<file path="config.mk">
export PLATFORM = sky130hd
export DESIGN_NAME = radial_falloff_mask_top
export DESIGN_NICKNAME = d
export VERILOG_FILES = /design/src/sv/rfm_pkg.sv /design/src/sv/radial_falloff_mask_top.sv /design/src/sv/rfm_isqrt.sv
export SDC_FILE = /design/constraint.sdc
export NUM_CORES = 2
export LEC_CHECK = 0
export BUFFER_PORTS_ARGS = -buffer_cell sky130_fd_sc_hd__buf_4
export CAP_MARGIN = 20
export CORE_MARGIN = 10
export CORE_UTILIZATION = 60
export CTS_CLUSTER_DIAMETER = 100
export DETAILED_ROUTE_END_ITERATION = 16
export PLACE_DENSITY = 0.81
export SLEW_MARGIN = 10
export SYNTH_ARGS = -nofsm -noshare
export SYNTH_HDL_FRONTEND = slang
export SYNTH_SLANG_ARGS = --single-unit
export TNS_END_PERCENT = 5
</file>
<file path="constraint.sdc">
create_clock -name clk -period 54.9 [get_ports clk]
set_input_delay 10.98 -clock clk [delete_from_list [all_inputs] [get_ports clk]]
set_output_delay 10.98 -clock clk [all_outputs]
set_load 0.05 [all_outputs]
</file>
<file path="src/sv/rfm_pkg.sv">
package rfm_pkg;

  localparam int MAX_SIDE = 4096;
  localparam logic [7:0] MASK_FULL = 8'd255;

  localparam int CFG_IDX_W = 3;
  localparam int CFG_DATA_W = 14;

  localparam logic [CFG_IDX_W-1:0] CFG_MASK_WIDTH = 3'd0;
  localparam logic [CFG_IDX_W-1:0] CFG_MASK_HEIGHT = 3'd1;
  localparam logic [CFG_IDX_W-1:0] CFG_INNER_RADIUS = 3'd2;
  localparam logic [CFG_IDX_W-1:0] CFG_FALLOFF_WIDTH = 3'd3;
  localparam logic [CFG_IDX_W-1:0] CFG_OFFSET_X = 3'd4;
  localparam logic [CFG_IDX_W-1:0] CFG_OFFSET_Y = 3'd5;

  // squared half-pixel distance, then root with 8 fraction bits
  localparam int D2_W = 31;
  localparam int SQ_W = 48;
  localparam int SQ_ITER = 24;
  localparam int ROOT_W = 24;

  localparam int FRAC_W = 21;
  localparam int NUM_W = 30;
  localparam int DIV_ITER = 9;

  typedef struct packed {
    logic vld;
    logic outside;
  } rfm_tag_t;

endpackage

</file>
<file path="src/sv/radial_falloff_mask_top.sv">
// radial falloff mask: one pixel coordinate in, one 8-bit mask value out.
// pixel channel: pixel_valid / pixel_stall with pixel_x, pixel_y.
// mask channel: mask_valid / mask_stall with mask_value, outside_region.
// a beat is taken on a clock edge where valid is high and stall is low.
// configuration: cfg_write, cfg_index, cfg_data; write only while no beat
// is in flight. unknown indexes are ignored.
// from pixel beat to mask beat there is one stage for the bounds and
// distances, one for the squares, 24 root stages plus rounding, two for
// the falloff fraction, nine divider stages and the output register.
// throughput is one pixel per cycle while mask_stall holds back no result,
// set by the fully pipelined root and divider.
// when mask_stall holds back a waiting result the whole pipeline freezes
// and pixel_stall rises; while no result waits, the whole pipeline still
// advances and takes beats until a result reaches the output register.
// rst (synchronous) empties the pipeline and loads the default geometry:
// 256 x 256 image, radius 64, falloff 32, no offset.
module radial_falloff_mask_top (
  input  logic                               clk,
  input  logic                               rst,
  input  logic                               pixel_valid,
  output logic                               pixel_stall,
  input  logic [11:0]                        pixel_x,
  input  logic [11:0]                        pixel_y,
  output logic                               mask_valid,
  input  logic                               mask_stall,
  output logic [7:0]                         mask_value,
  output logic                               outside_region,
  input  logic                               cfg_write,
  input  logic [rfm_pkg::CFG_IDX_W-1:0]      cfg_index,
  input  logic [rfm_pkg::CFG_DATA_W-1:0]     cfg_data
);
  import rfm_pkg::*;

  logic [12:0]        mask_width;
  logic [12:0]        mask_height;
  logic [11:0]        inner_radius;
  logic [11:0]        falloff_width;
  logic signed [13:0] offset_x;
  logic signed [13:0] offset_y;

  always_ff @(posedge clk) begin
    if (rst) begin
      mask_width <= 13'd256;
      mask_height <= 13'd256;
      inner_radius <= 12'd64;
      falloff_width <= 12'd32;
      offset_x <= '0;
      offset_y <= '0;
    end else if (cfg_write) begin
      case (cfg_index)
        CFG_MASK_WIDTH:    mask_width <= cfg_data[12:0];
        CFG_MASK_HEIGHT:   mask_height <= cfg_data[12:0];
        CFG_INNER_RADIUS:  inner_radius <= cfg_data[11:0];
        CFG_FALLOFF_WIDTH: falloff_width <= cfg_data[11:0];
        CFG_OFFSET_X:      offset_x <= cfg_data;
        CFG_OFFSET_Y:      offset_y <= cfg_data;
        default: ;
      endcase
    end
  end

  logic adv;
  assign adv = !(mask_valid && mask_stall);
  assign pixel_stall = !adv;

  // geometry
  logic [12:0]        w_sat;
  logic [12:0]        h_sat;
  logic signed [17:0] cx2;
  logic signed [17:0] cy2;
  logic signed [17:0] t2;
  logic signed [17:0] ax, bx, ay, by;
  logic signed [17:0] bxc, byc;
  logic signed [17:0] lox, hix, loy, hiy;
  logic signed [17:0] px, py;
  logic signed [17:0] dx, dy;
  logic [17:0]        adx, ady;
  logic               outside_c;

  always_comb begin
    w_sat = (mask_width > 13'(MAX_SIDE)) ? 13'(MAX_SIDE) : mask_width;
    h_sat = (mask_height > 13'(MAX_SIDE)) ? 13'(MAX_SIDE) : mask_height;
    cx2 = $signed({5'b0, w_sat}) - 18'sd1 + 18'($signed({offset_x, 1'b0}));
    cy2 = $signed({5'b0, h_sat}) - 18'sd1 + 18'($signed({offset_y, 1'b0}));
    t2 = $signed({5'b0, inner_radius + {1'b0, falloff_width}} << 1);
    ax = cx2 - t2;
    bx = cx2 + t2;
    ay = cy2 - t2;
    by = cy2 + t2;
    bxc = (bx > $signed({4'b0, w_sat, 1'b0})) ? $signed({4'b0, w_sat, 1'b0}) : bx;
    byc = (by > $signed({4'b0, h_sat, 1'b0})) ? $signed({4'b0, h_sat, 1'b0}) : by;
    lox = (ax < 0) ? 18'sd0 : ((ax + 18'sd1) >>> 1);
    loy = (ay < 0) ? 18'sd0 : ((ay + 18'sd1) >>> 1);
    hix = (bxc <= 0) ? 18'sd0 : ((bxc + 18'sd1) >>> 1);
    hiy = (byc <= 0) ? 18'sd0 : ((byc + 18'sd1) >>> 1);
    px = $signed({6'b0, pixel_x});
    py = $signed({6'b0, pixel_y});
    outside_c = (px < lox) || (px >= hix) || (py < loy) || (py >= hiy)
                || ({1'b0, pixel_x} >= w_sat) || ({1'b0, pixel_y} >= h_sat);
    dx = $signed({5'b0, pixel_x, 1'b0}) - cx2;
    dy = $signed({5'b0, pixel_y, 1'b0}) - cy2;
    adx = (dx < 0) ? 18'(-dx) : 18'(dx);
    ady = (dy < 0) ? 18'(-dy) : 18'(dy);
  end

  rfm_tag_t    s1_tag;
  logic [14:0] s1_hx, s1_hy;

  always_ff @(posedge clk) begin
    if (rst) begin
      s1_tag <= '0;
    end else if (adv) begin
      s1_tag <= '{vld: pixel_valid, outside: outside_c};
    end
  end

  always_ff @(posedge clk) begin
    if (adv) begin
      s1_hx <= adx[14:0] + 15'(w_sat[0]);
      s1_hy <= ady[14:0] + 15'(h_sat[0]);
    end
  end

  rfm_tag_t        s2_tag;
  logic [D2_W-1:0] s2_d2;

  always_ff @(posedge clk) begin
    if (rst) begin
      s2_tag <= '0;
    end else if (adv) begin
      s2_tag <= s1_tag;
    end
  end

  always_ff @(posedge clk) begin
    if (adv) begin
      s2_d2 <= D2_W'(s1_hx) * D2_W'(s1_hx) + D2_W'(s1_hy) * D2_W'(s1_hy);
    end
  end

  rfm_tag_t          sq_tag;
  logic [ROOT_W-1:0] sq_root;

  rfm_isqrt u_isqrt (
    .clk      (clk),
    .rst      (rst),
    .adv      (adv),
    .tag_in   (s2_tag),
    .rad_in   (s2_d2),
    .tag_out  (sq_tag),
    .root_out (sq_root)
  );

  // falloff fraction
  logic [FRAC_W-1:0] r_fix, f_fix;
  logic [ROOT_W-1:0] over;
  logic [FRAC_W-1:0] e_c;

  always_comb begin
    r_fix = {inner_radius, 9'b0};
    f_fix = {falloff_width, 9'b0};
    over = sq_root - ROOT_W'(r_fix);
    e_c = (over > ROOT_W'(f_fix)) ? f_fix : over[FRAC_W-1:0];
  end

  rfm_tag_t          s3_tag;
  logic              s3_full, s3_zero;
  logic [FRAC_W-1:0] s3_fe;

  always_ff @(posedge clk) begin
    if (rst) begin
      s3_tag <= '0;
    end else if (adv) begin
      s3_tag <= sq_tag;
    end
  end

  always_ff @(posedge clk) begin
    if (adv) begin
      s3_full <= sq_root < ROOT_W'(r_fix);
      s3_zero <= falloff_width == '0;
      s3_fe <= f_fix - e_c;
    end
  end

  rfm_tag_t         s4_tag;
  logic             s4_full, s4_zero;
  logic [NUM_W-1:0] s4_num;

  always_ff @(posedge clk) begin
    if (rst) begin
      s4_tag <= '0;
    end else if (adv) begin
      s4_tag <= s3_tag;
    end
  end

  always_ff @(posedge clk) begin
    if (adv) begin
      s4_full <= s3_full;
      s4_zero <= s3_zero;
      s4_num <= NUM_W'(s3_fe) * NUM_W'({MASK_FULL, 1'b0}) + NUM_W'(f_fix);
    end
  end

  // restoring divider by twice the falloff, one quotient bit per stage
  logic [FRAC_W:0]       dvs;
  assign dvs = {falloff_width, 10'b0};

  rfm_tag_t              dv_tag  [0:DIV_ITER-1];
  logic                  dv_full [0:DIV_ITER-1];
  logic                  dv_zero [0:DIV_ITER-1];
  logic [NUM_W-1:0]      dv_rem  [0:DIV_ITER-1];
  logic [DIV_ITER-1:0]   dv_q    [0:DIV_ITER-1];

  for (genvar j = 0; j < DIV_ITER; j++) begin : g_div
    localparam int K = DIV_ITER - 1 - j;
    rfm_tag_t            tag_i;
    logic                full_i, zero_i;
    logic [NUM_W-1:0]    rem_i;
    logic [DIV_ITER-1:0] q_i;
    logic [NUM_W:0]      dsh;

    if (j == 0) begin : g_first
      assign tag_i = s4_tag;
      assign full_i = s4_full;
      assign zero_i = s4_zero;
      assign rem_i = s4_num;
      assign q_i = '0;
    end else begin : g_rest
      assign tag_i = dv_tag[j-1];
      assign full_i = dv_full[j-1];
      assign zero_i = dv_zero[j-1];
      assign rem_i = dv_rem[j-1];
      assign q_i = dv_q[j-1];
    end

    assign dsh = (NUM_W+1)'(dvs) << K;

    always_ff @(posedge clk) begin
      if (rst) begin
        dv_tag[j] <= '0;
      end else if (adv) begin
        dv_tag[j] <= tag_i;
      end
    end

    always_ff @(posedge clk) begin
      if (adv) begin
        dv_full[j] <= full_i;
        dv_zero[j] <= zero_i;
        if ({1'b0, rem_i} >= dsh) begin
          dv_rem[j] <= rem_i - dsh[NUM_W-1:0];
          dv_q[j] <= q_i | (DIV_ITER'(1) << K);
        end else begin
          dv_rem[j] <= rem_i;
          dv_q[j] <= q_i;
        end
      end
    end
  end

  always_ff @(posedge clk) begin
    if (rst) begin
      mask_valid <= 1'b0;
    end else if (adv) begin
      mask_valid <= dv_tag[DIV_ITER-1].vld;
    end
  end

  always_ff @(posedge clk) begin
    if (adv) begin
      outside_region <= dv_tag[DIV_ITER-1].outside;
      if (dv_tag[DIV_ITER-1].outside) begin
        mask_value <= '0;
      end else if (dv_full[DIV_ITER-1]) begin
        mask_value <= MASK_FULL;
      end else if (dv_zero[DIV_ITER-1]) begin
        mask_value <= '0;
      end else begin
        mask_value <= dv_q[DIV_ITER-1][7:0];
      end
    end
  end

  a_outside_zero: assert property (@(posedge clk) disable iff (rst)
    mask_valid && outside_region |-> mask_value == '0)
    else $error("outside pixel with nonzero mask");

  a_hard_edge: assert property (@(posedge clk) disable iff (rst)
    mask_valid && !outside_region && falloff_width == '0
    |-> mask_value == '0 || mask_value == MASK_FULL)
    else $error("graded value with zero falloff");

  a_freeze: assert property (@(posedge clk) disable iff (rst)
    !adv |=> $stable(sq_tag) && $stable(s4_num))
    else $error("pipeline moved while output held");

endmodule

</file>
<file path="src/sv/rfm_isqrt.sv">
module rfm_isqrt (
  input  logic                       clk,
  input  logic                       rst,
  input  logic                       adv,
  input  rfm_pkg::rfm_tag_t          tag_in,
  input  logic [rfm_pkg::D2_W-1:0]   rad_in,
  output rfm_pkg::rfm_tag_t          tag_out,
  output logic [rfm_pkg::ROOT_W-1:0] root_out
);
  import rfm_pkg::*;

  logic [SQ_W-1:0] rem [0:SQ_ITER-1];
  logic [SQ_W-1:0] res [0:SQ_ITER-1];
  rfm_tag_t        tag [0:SQ_ITER-1];

  for (genvar i = 0; i < SQ_ITER; i++) begin : g_step
    localparam int SH = 2 * (SQ_ITER - 1 - i);
    logic [SQ_W-1:0] rem_in;
    logic [SQ_W-1:0] res_in;
    logic [SQ_W-1:0] trial;
    rfm_tag_t        tag_i;

    if (i == 0) begin : g_first
      assign rem_in = {1'b0, rad_in, 16'b0};
      assign res_in = '0;
      assign tag_i = tag_in;
    end else begin : g_rest
      assign rem_in = rem[i-1];
      assign res_in = res[i-1];
      assign tag_i = tag[i-1];
    end

    assign trial = res_in + (SQ_W'(1) << SH);

    always_ff @(posedge clk) begin
      if (rst) begin
        tag[i] <= '0;
      end else if (adv) begin
        tag[i] <= tag_i;
      end
    end

    always_ff @(posedge clk) begin
      if (adv) begin
        if (rem_in >= trial) begin
          rem[i] <= rem_in - trial;
          res[i] <= (res_in >> 1) + (SQ_W'(1) << SH);
        end else begin
          rem[i] <= rem_in;
          res[i] <= res_in >> 1;
        end
      end
    end
  end

  // round to nearest
  always_ff @(posedge clk) begin
    if (rst) begin
      tag_out <= '0;
    end else if (adv) begin
      tag_out <= tag[SQ_ITER-1];
    end
  end

  always_ff @(posedge clk) begin
    if (adv) begin
      root_out <= res[SQ_ITER-1][ROOT_W-1:0]
                  + ROOT_W'(rem[SQ_ITER-1] > res[SQ_ITER-1]);
    end
  end

endmodule

</file>
# Word level (Yosys, flattened, before mapping)

Memories as Yosys holds them, arrays and structs flattened. A register that Yosys moved wholly into a read port is not among the register bits.
Cells that the tools add are included.

Bits in writable memories: 2,739
Register bits after elaboration: 236
Memories: 8
Bits of input ports: 46
Word-level logic and storage cells: 627
Output and inout port bits: 11

Memory list:

| memory          | depth | bits a word | rd ports | clocked after Yosys merged registers in | wr ports | line                           | source |
|---|---|---|---|---|---|---|---|
| u_isqrt.rem     | 24    | 48          | 24       | 0                                       | 24       | rfm_isqrt.sv:12                | `logic [SQ_W-1:0] rem [0:SQ_ITER-1];` |
| u_isqrt.res     | 24    | 48          | 24       | 0                                       | 24       | rfm_isqrt.sv:13                | `logic [SQ_W-1:0] res [0:SQ_ITER-1];` |
| dv_rem          | 9     | 30          | 8        | 0                                       | 9        | radial_falloff_mask_top.sv:213 | `logic [NUM_W-1:0] dv_rem [0:DIV_ITER-1];` |
| dv_q            | 9     | 9           | 9        | 0                                       | 9        | radial_falloff_mask_top.sv:214 | `logic [DIV_ITER-1:0] dv_q [0:DIV_ITER-1];` |
| u_isqrt.tag     | 24    | 2           | 24       | 1                                       | 24       | rfm_isqrt.sv:14                | `rfm_tag_t tag [0:SQ_ITER-1];` |
| dv_tag          | 9     | 2           | 9        | 0                                       | 9        | radial_falloff_mask_top.sv:210 | `rfm_tag_t dv_tag [0:DIV_ITER-1];` |
| 2 more memories | --    | --          | --       | --                                      | --       | --                             |  |

Muxes and demuxes: 315
Multiply operators: 3
Bitwise logic cells: 99
Reductions and logical operators: 15
Magnitude comparators: 52
Eq/ne operators: 5
$add $sub $neg: 103

Operators by type and width:

| cell                                                        | count |
|---|---|
| two-way mux 48 bit                                          | 48 |
| greater-or-equal comparator 48 bit                          | 23 |
| subtractor 48 bit                                           | 23 |
| two-way mux 30 bit                                          | 9 |
| two-way mux 1 bit                                           | 203 |
| two-way mux 18 bit                                          | 6 |
| OR 1 bit                                                    | 99 |
| two-way mux 9 bit                                           | 9 |
| less-than comparator 17 x 1 -> 1 bit, second input constant | 4 |
| two-way mux 2 bit                                           | 33 |
| multiplier 15 x 15 -> 30 bit                                | 2 |
| adder 47 x 1 -> 48 bit, second input constant               | 1 |
| adder 47 x 11 -> 48 bit, second input constant              | 1 |
| adder 47 x 13 -> 48 bit, second input constant              | 1 |
| adder 47 x 15 -> 48 bit, second input constant              | 1 |
| adder 47 x 17 -> 48 bit, second input constant              | 1 |
| adder 47 x 19 -> 48 bit, second input constant              | 1 |
| adder 47 x 21 -> 48 bit, second input constant              | 1 |
| adder 47 x 23 -> 48 bit, second input constant              | 1 |
| adder 47 x 25 -> 48 bit, second input constant              | 1 |
| adder 47 x 27 -> 48 bit, second input constant              | 1 |
| adder 47 x 29 -> 48 bit, second input constant              | 1 |
| adder 47 x 3 -> 48 bit, second input constant               | 1 |
| adder 47 x 31 -> 48 bit, second input constant              | 1 |
| other kinds (91)                                            | 120 |

# Depth between registers and ports, before layout

Depth in word-level cells: 15
Mapped depth: 55
Depth with buffers taken out: 51

# By module

A second synthesis with hierarchy kept.

Cell total of the unflattened synthesis: 10,511
Area, all modules: 113,455.1 µm²

By module, submodules not included:

| module                  | instances | cells each | area an instance (µm²) | sequential area each (µm²) |
|---|---|---|---|---|
| rfm_isqrt               | 1         | 5,159      | 61,564.0               | 36,164.7 |
| radial_falloff_mask_top | 1         | 5,352      | 51,891.0               | 14,473.9 |

# Worst setup path before layout

No wires, ideal clock.

Path kind: in2reg
Start: input mask_stall
End: register (tool-made name)
Setup slack: 4,399 ps
Required time: 52,633 ps
Data arrival time: 48,234 ps
Path buffers: 2
Setup time: 2,267 ps
Stages: 3
Cell sequence: nand2_1 -> clkbuf_1 -> clkbuf_1

RTL lines:

| item               | line                          | source |
|---|---|---|
| start: declaration | radial_falloff_mask_top.sv:25 | `input logic mask_stall,` |

# Final worst setup path

Start: input mask_stall
End: output pixel_stall

Cells in the longest elaborated chain, start to end: 1

Ends and longest elaborated chain:

| item              | line                          | source |
|---|---|---|
| logical AND 1 bit | radial_falloff_mask_top.sv:63 | `assign adv = !(mask_valid && mask_stall);` |
| end: declaration  | radial_falloff_mask_top.sv:21 | `output logic pixel_stall,` |

Every way passes these cells.

==> results.cfg <==
[synth]
synthCells = 9992
synth_cell_types = 103
syn_area_um2 = 109200
synth_edf_count = 1596
ys_ff_latch = 1685
synth_ff_type = edfxtp_1
synth.avg_cell_area_um2 = 10.93
async_reset_ff_share_pct = 0
yosys_warnings = 0
synth.yosys.seq_area_share_pct = 45.53

[route]
wl_um = 248100
drt-wirelength-per-cell_um = 19.65
via_per_inst = 5.966
vias = 75300
first_iter_violations = 6098
drc_errors = 0
dr.pass1.iters = 8
antenna_left = 0

[global_route]
grt_pass1_wl_um = 396100
grt_max_degree = 206
grt_remaining_overflow = 0
antenna_found_initial = 1
track_usage_pct = 24.61
grt_pass1_vias = 76260

[critical_path]
slowest_delay_ns = 0.48
timing.critical_path.cells = buf_4 -> nand2_4 -> clkinv_2 -> buf_4
end_kind = output port
critPathKind = in2out
cpMaxStageDelayCell = nand2_4
arrival_ns = 11.98
crit_fanout = 51
startpoint_type = primary input
critical_path_required_ns = 43.92
cpMostUsedCell = buf_4

[cts]
h-tree-depth = 4
cts-root-buf = clkbuf_16
cts_made_buffers = 175
post_cts_resized = 0
clock-sinks = 1685
clock_path_buffers = 3
ctsHoldBuffers = 0
clkLatencyLatePin_ns = 0.82
cts_tree = done
clk_pin_slew_ns = 0.06
post_cts_buffers = 0

[floorplan]
row_count = 156
die_w_um = 446.6
die_y_um = 446.6
die_area_um2 = 199400
io_pins = 57
core-area_um2 = 180900
start_util_pct = 60.34

[sta]
setup_viol = 0
finalHoldViolCount = 0
slew_violations = 0
grt_setup_unrepaired = no
fin_worst_skew_ns = 0.06802
clock.fmax_mhz = 43.56
worst_slew_pin_slew_ns = 1.129
finalSetupTns_ns = 0
layout_min_cycle_time_ns = 22.96
finalCritPeriodShare_pct = 41.81
slew_headroom_pct = 24.73

[place]
routabilityCongestion = 0.9316
io_buffer_count = 56
dp_hpwl_um = 186300

[layout]
synthToLayoutAreaGrowth_pct = 8.740
drive_gt1_share_pct = 5.629
final_common_cell = edfxtp_1
nets = 11510
layout.cells.most_common_list = edfxtp_1, inv_1, ha_1

[outcome]
outcome = finished, final reports clean

[flow_run]
cap_violations = 0

[min_path]
hold_path_class = reg2reg
==> flip-flops by register name, indices dropped and copies added, names as in the netlist, 14 cells and up, named ones only <==
register and count:
s1_hx 14, g_div.rem_i 29, u_isqrt.res 299, u_isqrt.root_out 24, u_isqrt.rem 800, offset_y 14, dv_rem 232, dv_tag 18
dv_q 36, s3_fe 21, s1_hy 14, u_isqrt.tag 48, s2_d2 29, offset_x 14
==> layer usage <==
| metal | part of all wire [%] | track usage, % | vias up |
|---|---|---|---|
| met1 | 38 | 29.05 | 36520 |
| li1 | - | - | 35510 |
| met4 | 5.9 | 12.61 | 0 |
| met2 | 50 | 43.52 | 2512 |
| met3 | 5.9 | 3.709 | 758 |
| met5 | 0 | 0 | - |
==> worst max-delay path, delay by kind of cell <==
| kind | cells | cell delay [ns] |
|---|---|---|
| and+or+nand+nor | 1 | 0.48 |
| buffers and inverters | 3 | 0.51 |
==> path summary, 6_finish.rpt <==
path	cells after the start	startpoint	endpoint	slack, ns
worst max-delay path	4	mask_stall	pixel_stall	31.94
worst min-delay path	0	u_isqrt.rem[1][18]	u_isqrt.rem[2][18]	0.38
worst max register to register	52	mask_width[12]	s1_tag[0]	41.08
worst min register to register	0	u_isqrt.rem[1][18]	u_isqrt.rem[2][18]	0.38
==> synth_stat cells (all sizes together) (48+ instances only) <==
| master | count | area [um2] |
|---|---|---|
| mux2i | 50 | 500.5 |
| clkbuf | 163 | 611.8 |
| nor2b | 98 | 613.1 |
| o21a | 111 | 833.3 |
| and3 | 115 | 719.4 |
| nor3 | 234 | 1181 |
| nand4 | 63 | 394.1 |
| edfxtp | 1596 | 47930 |
| xor2 | 334 | 2925 |
| o21ai | 456 | 2286 |
| dfxtp | 89 | 1782 |
| o31ai | 87 | 653.1 |
| inv | 1163 | 4365 |
| nand2b | 104 | 650.6 |
| a21boi | 59 | 442.9 |
| ha | 913 | 11420 |
| or4 | 52 | 394.1 |
| nor4 | 97 | 625.6 |
| nand3 | 147 | 735.7 |
| o21bai | 81 | 608.1 |
| a21oi | 561 | 2815 |
| and2 | 93 | 581.8 |
| or2 | 48 | 300.3 |
| a211oi | 51 | 382.9 |
| xnor2 | 508 | 4449 |
| nor2 | 593 | 2226 |
| or3 | 92 | 575.6 |
| nand2 | 881 | 3322 |
| a21o | 206 | 1546 |
| fa | 451 | 9029 |
==> stage by stage <==
| step | cell area (um2) | cells | util, % | worst slack [ns] | hold slack [ns] |
|---|---|---|---|---|---|
| after floorplan | 109200 | 9995 | - | 4.399 | 0.4003 |
| after global placement | 112400 | 12290 | 62.13 | 31.90 | 0.4003 |
| after detailed placement | 112400 | 12290 | 62.13 | 31.90 | 0.4045 |
| after CTS | 118600 | 12620 | 65.57 | 31.90 | 0.3853 |
| after global routing | 118700 | 12620 | 65.62 | 31.84 | 0.3943 |
| final | 118700 | 12620 | 65.62 | 31.94 | 0.3841 |
==> cell families after synthesis <==
logic type	Yosys count	share of synthesized area, %
buf+inv	1367	4.745
compound gates	1880	10.88
flops	1685	45.53
xor+xnor	843	6.775
simple gates	2755	12.39
mux	97	0.9569
fa+ha+maj	1364	18.73
other cells	1	0.003435
==> final cells by class <==
cell class              count  area [um2]
inverters                1169        4389
repair buffers            128        1036
well taps                2370        2965
clock inverters           117        1649
diodes                      1       2.502
multi-input cells        6943       54410
clock buffers             208        4563
flip-flops and latches   1685       49710
fillers                 12870       62210
Power is left out: the tool's default activity adds up to more than one toggle a clock period on the data nets, which glitch-free logic cannot reach.
